==> src/rtl/core/lirs_pkg.sv <==
// Shared constants, rate tables and control types of the linear interpolation resampler.
package lirs_pkg;

   localparam int SAMPLE_WIDTH_DEFAULT = 32;
   localparam int IO_WIDTH             = 32;
   localparam int RATE_WIDTH           = 16;
   localparam int CSR_INDEX_WIDTH      = 2;
   localparam int FRAC_BITS            = 28;
   localparam int RATE_COUNT           = 9;
   localparam int RATE_IDX_WIDTH       = 4;
   localparam int TAB_IDX_WIDTH        = 7;
   localparam int MAX_OUT              = 7;
   localparam int COUNT_WIDTH          = 3;

   localparam logic [CSR_INDEX_WIDTH-1:0] REG_INPUT_RATE  = CSR_INDEX_WIDTH'(0);
   localparam logic [CSR_INDEX_WIDTH-1:0] REG_OUTPUT_RATE = CSR_INDEX_WIDTH'(1);

   localparam logic [RATE_WIDTH-1:0] RATE_RESET = 16'd44100;

   localparam logic [31:0] PH_ONE    = 32'h1000_0000;
   localparam logic [31:0] SNAP_ADD  = 32'h0000_0080;
   localparam logic [31:0] SNAP_MASK = 32'h0fff_ff00;
   localparam logic [31:0] INT_MASK  = 32'hf000_0000;

   localparam logic [RATE_WIDTH-1:0] RATE_LIST [RATE_COUNT] = '{
      16'd48000, 16'd44100, 16'd32000, 16'd24000, 16'd22050,
      16'd16000, 16'd12000, 16'd11025, 16'd8000
   };

   // Row is the input rate, column the output rate, both in RATE_LIST order.
   localparam logic [31:0] RATIO_TABLE [RATE_COUNT*RATE_COUNT] = '{
      32'h10000000, 32'h116a3b36, 32'h18000000, 32'h20000000, 32'h22d4766c,
      32'h30000000, 32'h40000000, 32'h45a8ecd8, 32'h60000000,
      32'h0eb33333, 32'h10000000, 32'h160ccccd, 32'h1d666666, 32'h20000000,
      32'h2c19999a, 32'h3acccccd, 32'h40000000, 32'h58333333,
      32'h0aaaaaab, 32'h0b9c2779, 32'h10000000, 32'h15555555, 32'h17384ef3,
      32'h20000000, 32'h2aaaaaab, 32'h2e709de5, 32'h40000000,
      32'h08000000, 32'h08b51d9b, 32'h0c000000, 32'h10000000, 32'h116a3b36,
      32'h18000000, 32'h20000000, 32'h22d4766c, 32'h30000000,
      32'h0759999a, 32'h08000000, 32'h0b066666, 32'h0eb33333, 32'h10000000,
      32'h160ccccd, 32'h1d666666, 32'h20000000, 32'h2c19999a,
      32'h05555555, 32'h05ce13bd, 32'h08000000, 32'h0aaaaaab, 32'h0b9c2779,
      32'h10000000, 32'h15555555, 32'h17384ef3, 32'h20000000,
      32'h04000000, 32'h045a8ecd, 32'h06000000, 32'h08000000, 32'h08b51d9b,
      32'h0c000000, 32'h10000000, 32'h116a3b36, 32'h18000000,
      32'h03accccd, 32'h04000000, 32'h05833333, 32'h0759999a, 32'h08000000,
      32'h0b066666, 32'h0eb33333, 32'h10000000, 32'h160ccccd,
      32'h02aaaaab, 32'h02e709de, 32'h04000000, 32'h05555555, 32'h05ce13bd,
      32'h08000000, 32'h0aaaaaab, 32'h0b9c2779, 32'h10000000
   };

   // Datapath operations selected by one control word.
   typedef struct packed {
      logic listen;
      logic take;
      logic load_diff;
      logic mul;
      logic emit;
      logic finish;
      logic pass_emit;
      logic commit;
   } ctrl_type;

   // Conditions the sequencer may wait on or branch on.
   typedef struct packed {
      logic no_req;
      logic pass;
      logic no_prev;
      logic loop_done;
      logic out_busy;
   } status_type;

   typedef struct packed {
      logic                      hit;
      logic [RATE_IDX_WIDTH-1:0] idx;
   } rate_hit_type;

   function automatic rate_hit_type rate_lookup(input logic [RATE_WIDTH-1:0] rate);
      rate_hit_type res;
      res = '0;
      for (int i = RATE_COUNT - 1; i >= 0; i--) begin
         if (RATE_LIST[i] == rate) begin
            res.hit = 1'b1;
            res.idx = RATE_IDX_WIDTH'(i);
         end
      end
      return res;
   endfunction

endpackage

==> src/rtl/core/lirs_seq.sv <==
// Microcoded sequencer: step counter, control program table and branch logic.
module lirs_seq (
   input  logic                clock,
   input  logic                reset,
   input  lirs_pkg::status_type status,
   output lirs_pkg::ctrl_type   ctrl
);
   import lirs_pkg::*;

   typedef enum logic [2:0] {
      C_NEVER,
      C_ALWAYS,
      C_NO_REQ,
      C_PASS,
      C_NO_PREV,
      C_LOOP_DONE,
      C_OUT_BUSY
   } cond_type;

   typedef struct packed {
      cond_type   hold;
      cond_type   jump;
      logic [2:0] target;
      ctrl_type   ops;
   } word_type;

   localparam logic [2:0] STEP_WAIT   = 3'd0;
   localparam logic [2:0] STEP_CHECK  = 3'd1;
   localparam logic [2:0] STEP_PREV   = 3'd2;
   localparam logic [2:0] STEP_LOOP   = 3'd3;
   localparam logic [2:0] STEP_EMIT   = 3'd4;
   localparam logic [2:0] STEP_FINISH = 3'd5;
   localparam logic [2:0] STEP_PASS   = 3'd6;
   localparam logic [2:0] STEP_STORE  = 3'd7;

   // A step waits while its hold condition is true; otherwise its operations
   // fire and it branches to its target if the jump condition is true.
   function automatic word_type program_word(input logic [2:0] s);
      word_type w;
      w = '{hold: C_NEVER, jump: C_NEVER, target: STEP_WAIT, ops: '0};
      case (s)
         STEP_WAIT: begin
            w.hold       = C_NO_REQ;
            w.ops.listen = 1'b1;
            w.ops.take   = 1'b1;
         end
         STEP_CHECK: begin
            w.jump   = C_PASS;
            w.target = STEP_PASS;
         end
         STEP_PREV: begin
            w.jump          = C_NO_PREV;
            w.target        = STEP_STORE;
            w.ops.load_diff = 1'b1;
         end
         STEP_LOOP: begin
            w.jump    = C_LOOP_DONE;
            w.target  = STEP_FINISH;
            w.ops.mul = 1'b1;
         end
         STEP_EMIT: begin
            w.hold     = C_OUT_BUSY;
            w.jump     = C_ALWAYS;
            w.target   = STEP_LOOP;
            w.ops.emit = 1'b1;
         end
         STEP_FINISH: begin
            w.jump       = C_ALWAYS;
            w.target     = STEP_WAIT;
            w.ops.finish = 1'b1;
            w.ops.commit = 1'b1;
         end
         STEP_PASS: begin
            w.hold          = C_OUT_BUSY;
            w.jump          = C_ALWAYS;
            w.target        = STEP_WAIT;
            w.ops.pass_emit = 1'b1;
            w.ops.commit    = 1'b1;
         end
         STEP_STORE: begin
            w.jump       = C_ALWAYS;
            w.target     = STEP_WAIT;
            w.ops.commit = 1'b1;
         end
         default: w = '{hold: C_NEVER, jump: C_ALWAYS, target: STEP_WAIT, ops: '0};
      endcase
      return w;
   endfunction

   function automatic logic cond_true(input cond_type c, input status_type st);
      logic res;
      case (c)
         C_NEVER:     res = 1'b0;
         C_ALWAYS:    res = 1'b1;
         C_NO_REQ:    res = st.no_req;
         C_PASS:      res = st.pass;
         C_NO_PREV:   res = st.no_prev;
         C_LOOP_DONE: res = st.loop_done;
         C_OUT_BUSY:  res = st.out_busy;
         default:     res = 1'b0;
      endcase
      return res;
   endfunction

   logic [2:0] step_ff;
   logic [2:0] step_in;
   word_type   word;
   logic       held;

   always_comb begin
      word = program_word(step_ff);
      held = cond_true(word.hold, status);
      ctrl = word.ops;
      if (held) begin
         ctrl        = '0;
         ctrl.listen = word.ops.listen;
         step_in     = step_ff;
      end else if (cond_true(word.jump, status)) begin
         step_in = word.target;
      end else begin
         step_in = step_ff + 3'd1;
      end
   end

   always_ff @(posedge clock) begin
      if (reset) begin
         step_ff <= STEP_WAIT;
      end else begin
         step_ff <= step_in;
      end
   end

endmodule

==> src/rtl/core/linear_interp_resampler_top.sv <==
// Top level of the linear interpolation resampler: ports, rate registers and datapath.
// Linear interpolation sample rate converter. Each input item is a signed 4.28
// sample; results are prev + (cur - prev) * phase taken while the phase is below
// one, the phase stepping by the ratio of the configured input and output rates
// (nine standard rates from 8000 to 48000 Hz). Equal rates and unsupported rates
// pass the sample straight through, the latter with rate_unsupported set. One
// item is handled at a time by a small control program driving one shared
// multiplier. Each of up to seven interpolated results takes one multiply step
// and one output step; a passthrough item skips the multiplier and the very first
// sample is only stored. A busy output side holds the output steps. The user must
// write the rate registers through the csr_ port only while the block is idle;
// the block does not enforce this. A new rate takes effect on the next item.
module linear_interp_resampler_top #(
   parameter int SAMPLE_WIDTH = lirs_pkg::SAMPLE_WIDTH_DEFAULT
) (
   input  logic                                  clock,
   input  logic                                  reset,
   input  logic                                  csr_valid,
   output logic                                  csr_ready,
   input  logic [lirs_pkg::CSR_INDEX_WIDTH-1:0]  csr_index,
   input  logic [lirs_pkg::RATE_WIDTH-1:0]       csr_wdata,
   input  logic                                  req_valid,
   output logic                                  req_ready,
   input  logic signed [lirs_pkg::IO_WIDTH-1:0]  req_sample,
   output logic                                  rsp_valid,
   input  logic                                  rsp_ready,
   output logic signed [lirs_pkg::IO_WIDTH-1:0]  rsp_out_sample,
   output logic                                  rsp_last_in_run,
   output logic                                  rsp_rate_unsupported
);
   import lirs_pkg::*;

   localparam int DIFF_W = SAMPLE_WIDTH + 1;
   localparam int PROD_W = SAMPLE_WIDTH + FRAC_BITS + 2;

   ctrl_type   ctrl;
   status_type status;

   logic [RATE_WIDTH-1:0] in_rate_ff, in_rate_in;
   logic [RATE_WIDTH-1:0] out_rate_ff, out_rate_in;

   logic signed [SAMPLE_WIDTH-1:0] cur_ff, cur_in;
   logic signed [SAMPLE_WIDTH-1:0] prev_ff, prev_in;
   logic                           have_prev_ff, have_prev_in;
   logic [31:0]                    phase_ff, phase_in;
   logic [31:0]                    ratio_ff, ratio_in;
   logic                           pass_ff, pass_in;
   logic                           unsup_ff, unsup_in;
   logic signed [DIFF_W-1:0]       diff_ff, diff_in;
   logic signed [PROD_W-1:0]       prod_ff, prod_in;
   logic [COUNT_WIDTH-1:0]         count_ff, count_in;

   logic                           rsp_valid_ff, rsp_valid_in;
   logic signed [IO_WIDTH-1:0]     rsp_sample_ff, rsp_sample_in;
   logic                           rsp_last_ff, rsp_last_in;
   logic                           rsp_unsup_ff, rsp_unsup_in;

   rate_hit_type                   in_hit, out_hit;
   logic [TAB_IDX_WIDTH-1:0]       tab_idx;
   logic [31:0]                    ratio_lookup;
   logic [31:0]                    phase_sum;
   logic [31:0]                    phase_rnd;
   logic [31:0]                    phase_step;
   logic signed [SAMPLE_WIDTH-1:0] interp;
   logic                           out_free;

   lirs_seq u_seq (
      .clock  (clock),
      .reset  (reset),
      .status (status),
      .ctrl   (ctrl)
   );

   assign csr_ready = 1'b1;
   assign req_ready = ctrl.listen;

   assign rsp_valid            = rsp_valid_ff;
   assign rsp_out_sample       = rsp_sample_ff;
   assign rsp_last_in_run      = rsp_last_ff;
   assign rsp_rate_unsupported = rsp_unsup_ff;

   assign out_free = !rsp_valid_ff || rsp_ready;

   always_comb begin
      in_hit       = rate_lookup(in_rate_ff);
      out_hit      = rate_lookup(out_rate_ff);
      tab_idx      = TAB_IDX_WIDTH'(in_hit.idx) * TAB_IDX_WIDTH'(RATE_COUNT)
                     + TAB_IDX_WIDTH'(out_hit.idx);
      ratio_lookup = RATIO_TABLE[tab_idx];

      // Phase after one output step, with near-integer values snapped.
      phase_sum = phase_ff + ratio_ff;
      phase_rnd = phase_sum + SNAP_ADD;
      if ((phase_rnd & SNAP_MASK) == 32'd0) begin
         phase_step = phase_rnd & INT_MASK;
      end else begin
         phase_step = phase_sum;
      end

      // The product is exact; the arithmetic shift floors it.
      interp = prev_ff + prod_ff[FRAC_BITS +: SAMPLE_WIDTH];

      status.no_req    = !req_valid;
      status.pass      = pass_ff;
      status.no_prev   = !have_prev_ff;
      status.loop_done = (phase_ff[31:FRAC_BITS] != '0)
                         || (count_ff == COUNT_WIDTH'(MAX_OUT));
      status.out_busy  = !out_free;
   end

   always_comb begin
      in_rate_in    = in_rate_ff;
      out_rate_in   = out_rate_ff;
      cur_in        = cur_ff;
      prev_in       = prev_ff;
      have_prev_in  = have_prev_ff;
      phase_in      = phase_ff;
      ratio_in      = ratio_ff;
      pass_in       = pass_ff;
      unsup_in      = unsup_ff;
      diff_in       = diff_ff;
      prod_in       = prod_ff;
      count_in      = count_ff;
      rsp_valid_in  = rsp_valid_ff && !rsp_ready;
      rsp_sample_in = rsp_sample_ff;
      rsp_last_in   = rsp_last_ff;
      rsp_unsup_in  = rsp_unsup_ff;

      if (csr_valid) begin
         case (csr_index)
            REG_INPUT_RATE:  in_rate_in  = csr_wdata;
            REG_OUTPUT_RATE: out_rate_in = csr_wdata;
            default: ;
         endcase
      end

      if (ctrl.take) begin
         cur_in   = req_sample[SAMPLE_WIDTH-1:0];
         ratio_in = ratio_lookup;
         unsup_in = !in_hit.hit || !out_hit.hit;
         pass_in  = !in_hit.hit || !out_hit.hit || (ratio_lookup == PH_ONE);
         count_in = '0;
      end

      if (ctrl.load_diff) begin
         diff_in = DIFF_W'(cur_ff) - DIFF_W'(prev_ff);
      end

      if (ctrl.mul) begin
         prod_in = PROD_W'(diff_ff) * PROD_W'($signed({1'b0, phase_ff[FRAC_BITS-1:0]}));
      end

      if (ctrl.emit) begin
         rsp_valid_in  = 1'b1;
         rsp_sample_in = IO_WIDTH'(interp);
         rsp_unsup_in  = 1'b0;
         rsp_last_in   = (phase_step[31:FRAC_BITS] != '0)
                         || (count_ff == COUNT_WIDTH'(MAX_OUT - 1));
         phase_in      = phase_step;
         count_in      = count_ff + COUNT_WIDTH'(1);
      end

      if (ctrl.pass_emit) begin
         rsp_valid_in  = 1'b1;
         rsp_sample_in = IO_WIDTH'(cur_ff);
         rsp_unsup_in  = unsup_ff;
         rsp_last_in   = 1'b1;
      end

      if (ctrl.finish && (phase_ff[31:FRAC_BITS] != '0)) begin
         phase_in = phase_ff - PH_ONE;
      end

      if (ctrl.commit) begin
         prev_in      = cur_ff;
         have_prev_in = 1'b1;
      end
   end

   always_ff @(posedge clock) begin
      if (reset) begin
         in_rate_ff   <= RATE_RESET;
         out_rate_ff  <= RATE_RESET;
         prev_ff      <= '0;
         have_prev_ff <= 1'b0;
         phase_ff     <= '0;
         rsp_valid_ff <= 1'b0;
      end else begin
         in_rate_ff   <= in_rate_in;
         out_rate_ff  <= out_rate_in;
         prev_ff      <= prev_in;
         have_prev_ff <= have_prev_in;
         phase_ff     <= phase_in;
         rsp_valid_ff <= rsp_valid_in;
      end
   end

   always_ff @(posedge clock) begin
      cur_ff        <= cur_in;
      ratio_ff      <= ratio_in;
      pass_ff       <= pass_in;
      unsup_ff      <= unsup_in;
      diff_ff       <= diff_in;
      prod_ff       <= prod_in;
      count_ff      <= count_in;
      rsp_sample_ff <= rsp_sample_in;
      rsp_last_ff   <= rsp_last_in;
      rsp_unsup_ff  <= rsp_unsup_in;
   end

endmodule
==> config.mk <==
export PLATFORM = sky130hd
export DESIGN_NAME = linear_interp_resampler_top
export DESIGN_NICKNAME = d
export VERILOG_FILES = /design/src/rtl/core/lirs_pkg.sv /design/src/rtl/core/lirs_seq.sv /design/src/rtl/core/linear_interp_resampler_top.sv
export SDC_FILE = /design/constraint.sdc
export NUM_CORES = 2
export LEC_CHECK = 0
export BUFFER_PORTS_ARGS = -buffer_cell sky130_fd_sc_hd__buf_4
export CORE_MARGIN = 1
export CORE_UTILIZATION = 34
export CTS_CLUSTER_DIAMETER = 80
export DETAILED_ROUTE_END_ITERATION = 8
export HOLD_SLACK_MARGIN = 0.12
export PLACE_DENSITY = 0.52
export SLEW_MARGIN = 5
export SYNTH_ARGS = -nofsm -noshare
export SYNTH_HDL_FRONTEND = slang
export SYNTH_HIERARCHICAL = 1
export SYNTH_SLANG_ARGS = --single-unit
==> constraint.sdc <==
create_clock -name clock -period 19.25 [get_ports clock]
set_clock_uncertainty 0.05 [all_clocks]
set_input_delay 3.85 -clock clock [delete_from_list [all_inputs] [get_ports clock]]
set_output_delay 3.85 -clock clock [all_outputs]
set_load 0.03 [all_outputs]
## Word level (Yosys, flattened, before mapping)

Memory sizes are Yosys's and may differ from the RTL's.
Index checks and enable logic that the tools add are counted.

- Bits in registers: 297
- Bits in read-only memories: 4096
- Word-level logic and storage cells: 142
- Memories kept: 1

- $add $sub $neg: 8
- Multipliers: 2
- Order comparisons: 1
- Equality and inequality tests: 41
- Multiplexer cells: 45
- Bitwise operators: 1
- Reduce and logical (&&, ||, !) cells: 26

Memories:

| memory | depth | width | rd ports | clocked after Yosys merged registers in | wr ports | line | text |
|---|---|---|---|---|---|---|---|
| (no name shown) | 128 | 32 | 1 | 0 | 0 | linear_interp_resampler_top.sv:89 | `ratio_lookup = RATIO_TABLE[tab_idx];` |

Operators by type and width:

| cell | count |
|---|---|
| 2-to-1 mux 32 bit | 7 |
| == test 14 x 16 -> 1 bit, first input constant | 6 |
| == test 15 x 16 -> 1 bit, first input constant | 6 |
| 2-to-1 mux 5 bit | 18 |
| adder 32 bit | 2 |
| == test 16 bit, first input constant | 4 |
| multiplier 33 x 29 -> 60 bit | 1 |
| == test 3 bit, second input constant | 12 |
| subtractor 32 x 32 -> 33 bit | 1 |
| adder 32 x 8 -> 32 bit, second input constant | 1 |
| == test 13 x 16 -> 1 bit, first input constant | 2 |
| == test 32 x 29 -> 1 bit, second input constant | 1 |
| logical NOT 32 bit | 1 |
| subtractor 32 x 29 -> 32 bit, second input constant | 1 |
| one-hot mux 6 bit (5 select lines) | 1 |
| == test 3 x 2 -> 1 bit, second input constant | 6 |
| one-hot mux 1 bit (6 select lines) | 2 |
| 2-to-1 mux 1 bit | 11 |
| == test 3 x 1 -> 1 bit, second input constant | 3 |
| 2-to-1 mux 3 bit | 3 |
| greater-or-equal comparator 8 bit, second input constant | 1 |
| NOT 7 -> 8 bit | 1 |
| nonzero test 4 bit | 2 |
| adder 7 x 4 -> 7 bit | 1 |
| other kinds (15) | 30 |

## Depth between registers and ports, before layout

- Word-level depth: 18
- Depth in mapped cells: 31
- Mapped depth without buffers: 29

## By module

The synthesis kept the hierarchy.

By module, submodules not included:

| module | instances | cells an instance | area an instance (µm²) |
|---|---|---|---|
| linear_interp_resampler_top | 1 | 5530 | 50425.9 |
| lirs_seq | 1 | 56 | 456.7 |

## Least setup slack after synthesis

Ideal clock, no wire load.

- Path kind: register -> register
- Start: register diff_ff[32]
- End: register prod_ff[57], data pin
- Library setup time: 0.262 ns
- Arrival time: 7.539 ns
- Data required time: 18.938 ns
- Path slack: 11.399 ns
- Cell stages (with the launch flop): 24
- Path buffers: 2
- Clock period less this slack: 7.851 ns
- Path through: edfxtp_1 > clkbuf_1 > clkbuf_1 > nand2_1 > fa_1 > inv_1 > fa_1 > inv_1 > fa_1 > inv_1 > fa_1 > fa_1 > fa_1 > fa_1 > inv_1 > fa_1 > inv_1 > ha_1 > and2_1 > a22o_1 > or2_2 > a2111oi_0 > a21oi_1 > xor2_1

- Longest elaborated chain between the ends: 1

Ends and longest elaborated chain:

| item | line | text |
|---|---|---|
| start: declaration | linear_interp_resampler_top.sv:49 | `logic signed [DIFF_W-1:0] diff_ff, diff_in;` |
| start signal: assignment | linear_interp_resampler_top.sv:203 | `diff_ff <= diff_in;` |
| multiplier 33 x 29 -> 60 bit | linear_interp_resampler_top.sv:150 | `prod_in = PROD_W'(diff_ff) * PROD_W'($signed({1'b0, phase_ff[FRAC_BITS-1:0]}));` |
| end signal: assignment | linear_interp_resampler_top.sv:204 | `prod_ff <= prod_in;` |
| end: declaration | linear_interp_resampler_top.sv:50 | `logic signed [PROD_W-1:0] prod_ff, prod_in;` |

Every way passes these cells.
A chain may end at the register's enable or synchronous reset.

## Final worst setup path

- Start: register phase_ff[6]
- End: register prod_ff[59], data pin

- Longest elaborated chain between the ends: 1

Ends and longest elaborated chain:

| item | line | text |
|---|---|---|
| start: declaration | linear_interp_resampler_top.sv:45 | `logic [31:0] phase_ff, phase_in;` |
| start signal: assignment | linear_interp_resampler_top.sv:193 | `phase_ff <= phase_in;` |
| multiplier 33 x 29 -> 60 bit | linear_interp_resampler_top.sv:150 |  |

Every way passes these cells.

==> out/results.ini <==
[synth]
syn_inst=5586
synth_xor_area_share_pct=2.252
synth-edff-count=166
synthFlopType=edfxtp_1
synth-seq-area-share_pct=13.81
yosysWarnings=6
syn_area_sq_mm=0.05088
synthMuxAreaShare_pct=0.8779
syn-num-nets=6908
synth_simple_gate_area_share_pct=18.58
syn_avg_cell_area_sq_um=9.109
yosys_register_bits=268
synth_compound_area_share_pct=9.140
synth_cell_types=104
synth_fa_ha_area_share_pct=45.32
async_flop_share_pct=0
synth_top_family_by_area=adder cells

[timing]
period_minus_slack_ns=9.483
tns_ns=0
rsz0062_at_grt=no
finalCritPeriodShare_pct=49.26
setup_slack_ns=9.767
whs_ns=0.4228
finalSetupViolCount=0
final_hold_viol_count=0
max_freq_ghz=0.1055
worstMarginPinSlew_ns=1.117
slew_headroom_pct=25.53
drv_slew=0

[clocking]
cts.sinks=268
clock_latency_ns=0.58
clockBufferDepth=3
root_buffer=clkbuf_16
cts_resized=0
clkTransAtPathRegs_ns=0.05
cts_hold_buf=0
h-tree-depth=2
cts_tree=done
cts_buffers=39
cts_setup_buffers=0

[power_and_ir_drop]
power.density_mw_per_mm2=187.5
p_sw_share_pct=53.03
power_frac_comb_pct=81.1
power.internal_w=0.004835
seqPwrFrac_pct=11.6
clkPwrFrac_pct=7.3
power.leakage_nw=26.11
irDropWorstVdd_mv=0.1749
power.switching_w=0.005459

[detailed_routing]
wl_per_cell_microns=19.27
drtPass1Iterations=5
drc_errors=0
drt-met1-wl_microns=63920
highest_layer=met4
viasPerCell=5.024
vias=37560
drt-total-wl_microns=144000
drt.antenna.violating_nets=0
wl_met2_microns=70960
dr.first_iter.drc_count=2383
wl_met3_microns=6112

[global_route]
grt_max_degree=76
track_usage_pct=19.42
grt_pass1_vias=39680
grt_overflow=0
antenna_found_initial=1
grt_pass1_wl_microns=230700

[worst_setup_path]
crit_type=reg2reg
startpoint_type=flip-flop
slowest_delay_ns=0.99
arrival_ns=9.75
worst-path-buf-inv=4
cp_top_family=adder cells
worst-path-max-fanout=35
cpMostUsedCell=fa_1
critPathSlowestCell=dfxtp_2
worstPathRequired_ns=19.51
end_kind=flip-flop

[layout]
multi_input_area_sq_mm=0.03885
regArea_sq_mm=0.007042
final_nets=6834
post_route_cells_drive_above_1_share_pct=5.809
layout_commonest_cell=inv_1
final_util_pct=37.05
final_cell_mix=inv_1 (1062), fa_1 (960), and2_1 (640)
fill_cells=15150
syn_to_final_growth_pct=7.918
finalNonFillerCells=7475

[placement]
globalplace.congestion=0.9007
io_buffers=90
dpl.cell_count=7401
post-dp-hpwl_microns=109600
post-place-ws_ns=9.857

[floorplanning]
core_area_sq_mm=0.1482
dieWidth_microns=388.9
die_area_sq_mm=0.1512
rows=141
start_util_pct=34.34
die_h_microns=388.9
pin_count=92

[outcome]
status=finished clean

[job]
cap_violations=0

[min_path]
hp-class=reg2reg

-- per-layer routing --
metal,track usage [%],vias to the layer above
met4,4.402,0
met2,33.29,829
li1,-,17340
met1,26.57,19230
met5,0,-
met3,1.629,162
-- power by group through the flow --
stage / sequential (W) / combinational, W / clock (W)
2_1_floorplan: 0.00118 / 0.00617 / 0
3_3_place_gp: 0.00121 / 0.00836 / 0
3_5_place_dp: 0.00121 / 0.00843 / 0
4_1_cts: 0.00120 / 0.00850 / 0.000774
5_1_grt: 0.00122 / 0.00955 / 0.000794
6_report: 0.00120 / 0.00835 / 0.000747
-- layout make-up --
cell class / instances / share of cell area [%]
Multi-Input combinational cell: 3970 / 70.75
Sequential cell: 268 / 12.82
Inverter: 1062 / 7.260
Tap cell: 1930 / 4.398
Timing Repair Buffer: 171 / 2.338
Clock buffer: 48 / 1.914
Clock inverter: 24 / 0.5127
Antenna cell: 2 / 0.009114
-- worst register-to-register path, cell delays in order (launching register included) --
cell	delay [ns]
dfxtp_2	0.99
and2_1	0.28
fa_1	0.45
fa_1	0.55
inv_1	0.05
fa_1	0.49
fa_1	0.51
inv_1	0.06
fa_1	0.55
fa_1	0.43
fa_1	0.49
inv_1	0.05
fa_1	0.48
inv_1	0.04
ha_1	0.38
nand4_1	0.16
a211oi_1	0.22
o311ai_0	0.27
o211a_1	0.38
nor4_1	0.89
o21ai_0	0.36
a21oi_1	0.38
o211a_1	0.26
a21oi_1	0.10
a211o_1	0.27
xnor2_1	0.12
-- worst paths after layout --
check,slack [ns],to,from,cells after the start
setup / recovery,9.77,prod_ff[59],phase_ff[6],25
hold / removal,0.42,have_prev_ff,have_prev_ff,2
setup reg to reg,9.77,prod_ff[59],phase_ff[6],25
hold reg to reg,0.42,have_prev_ff,have_prev_ff,2
-- Yosys cell counts (7+ instances only) --
master     count  area, sq um
inv_1       1062         3986
fa_1         960        19220
and2_1       640         4004
nand2_1      575         2158
ha_1         307         3841
clkbuf_1     267         1002
nor2_1       219        822.0
a21oi_1      218         1091
edfxtp_1     166         4985
o21ai_0      147        735.7
dfxtp_1      102         2042
xnor2_1       85        744.5
nand3_1       84        420.4
nor3_1        73        365.4
a21o_1        57        427.9
xor2_1        44        385.4
mux2i_1       39        390.4
nor2b_1       26        162.7
a211oi_1      25        187.7
o211ai_1      24        180.2
and3_1        23        143.9
nand2b_1      23        143.9
nor4_1        21        131.4
nand4_1       20        125.1
o21a_1        20        150.1
nand3b_1      19        142.6
a31oi_1       18        112.6
o21bai_1      17        127.6
o22ai_1       17        106.4
o311ai_0      15        131.4
o31ai_1       15        112.6
or3_1         15        93.84
a311oi_1      14        122.6
a21boi_0      12        90.09
nor3b_1       11        82.58
a211o_1       10        87.58
buf_2          9        45.04
or4_1          9        67.56
a221oi_1       8        70.07
a22oi_1        8        60.06
nor4b_1        8        70.07
or2_2          8        50.05
o2111ai_1      7        61.31
o32ai_1        7        61.31
-- kinds of logic after synthesis --
| group | Yosys count |
|---|---|
| compound gates | 709 |
| xor+xnor | 130 |
| other cells | 1 |
| flops | 268 |
| mux | 43 |
| simple gates | 1820 |
| fa+ha+maj | 1267 |
| buf+inv | 1348 |
-- through the flow --
step	cell area [sq um]	power, W
floorplan	50880	0.007347
global placement	53570	0.009568
detailed placement	53570	0.009636
CTS	54910	0.01047
global route	54910	0.01156
finish	54910	0.01029
-- sequential cells by signal, indices dropped and copies added (netlist names), 3 cells and up --
register / count
out_rate_ff: 16
rsp_out_sample: 32
prev_ff: 32
count_ff: 3
u_seq/step_ff: 3
in_rate_ff: 16
phase_ff: 32
prod_ff: 32
ratio_ff: 31
diff_ff: 33
cur_ff: 32
No activity file was read; power rests on OpenSTA's default activity.
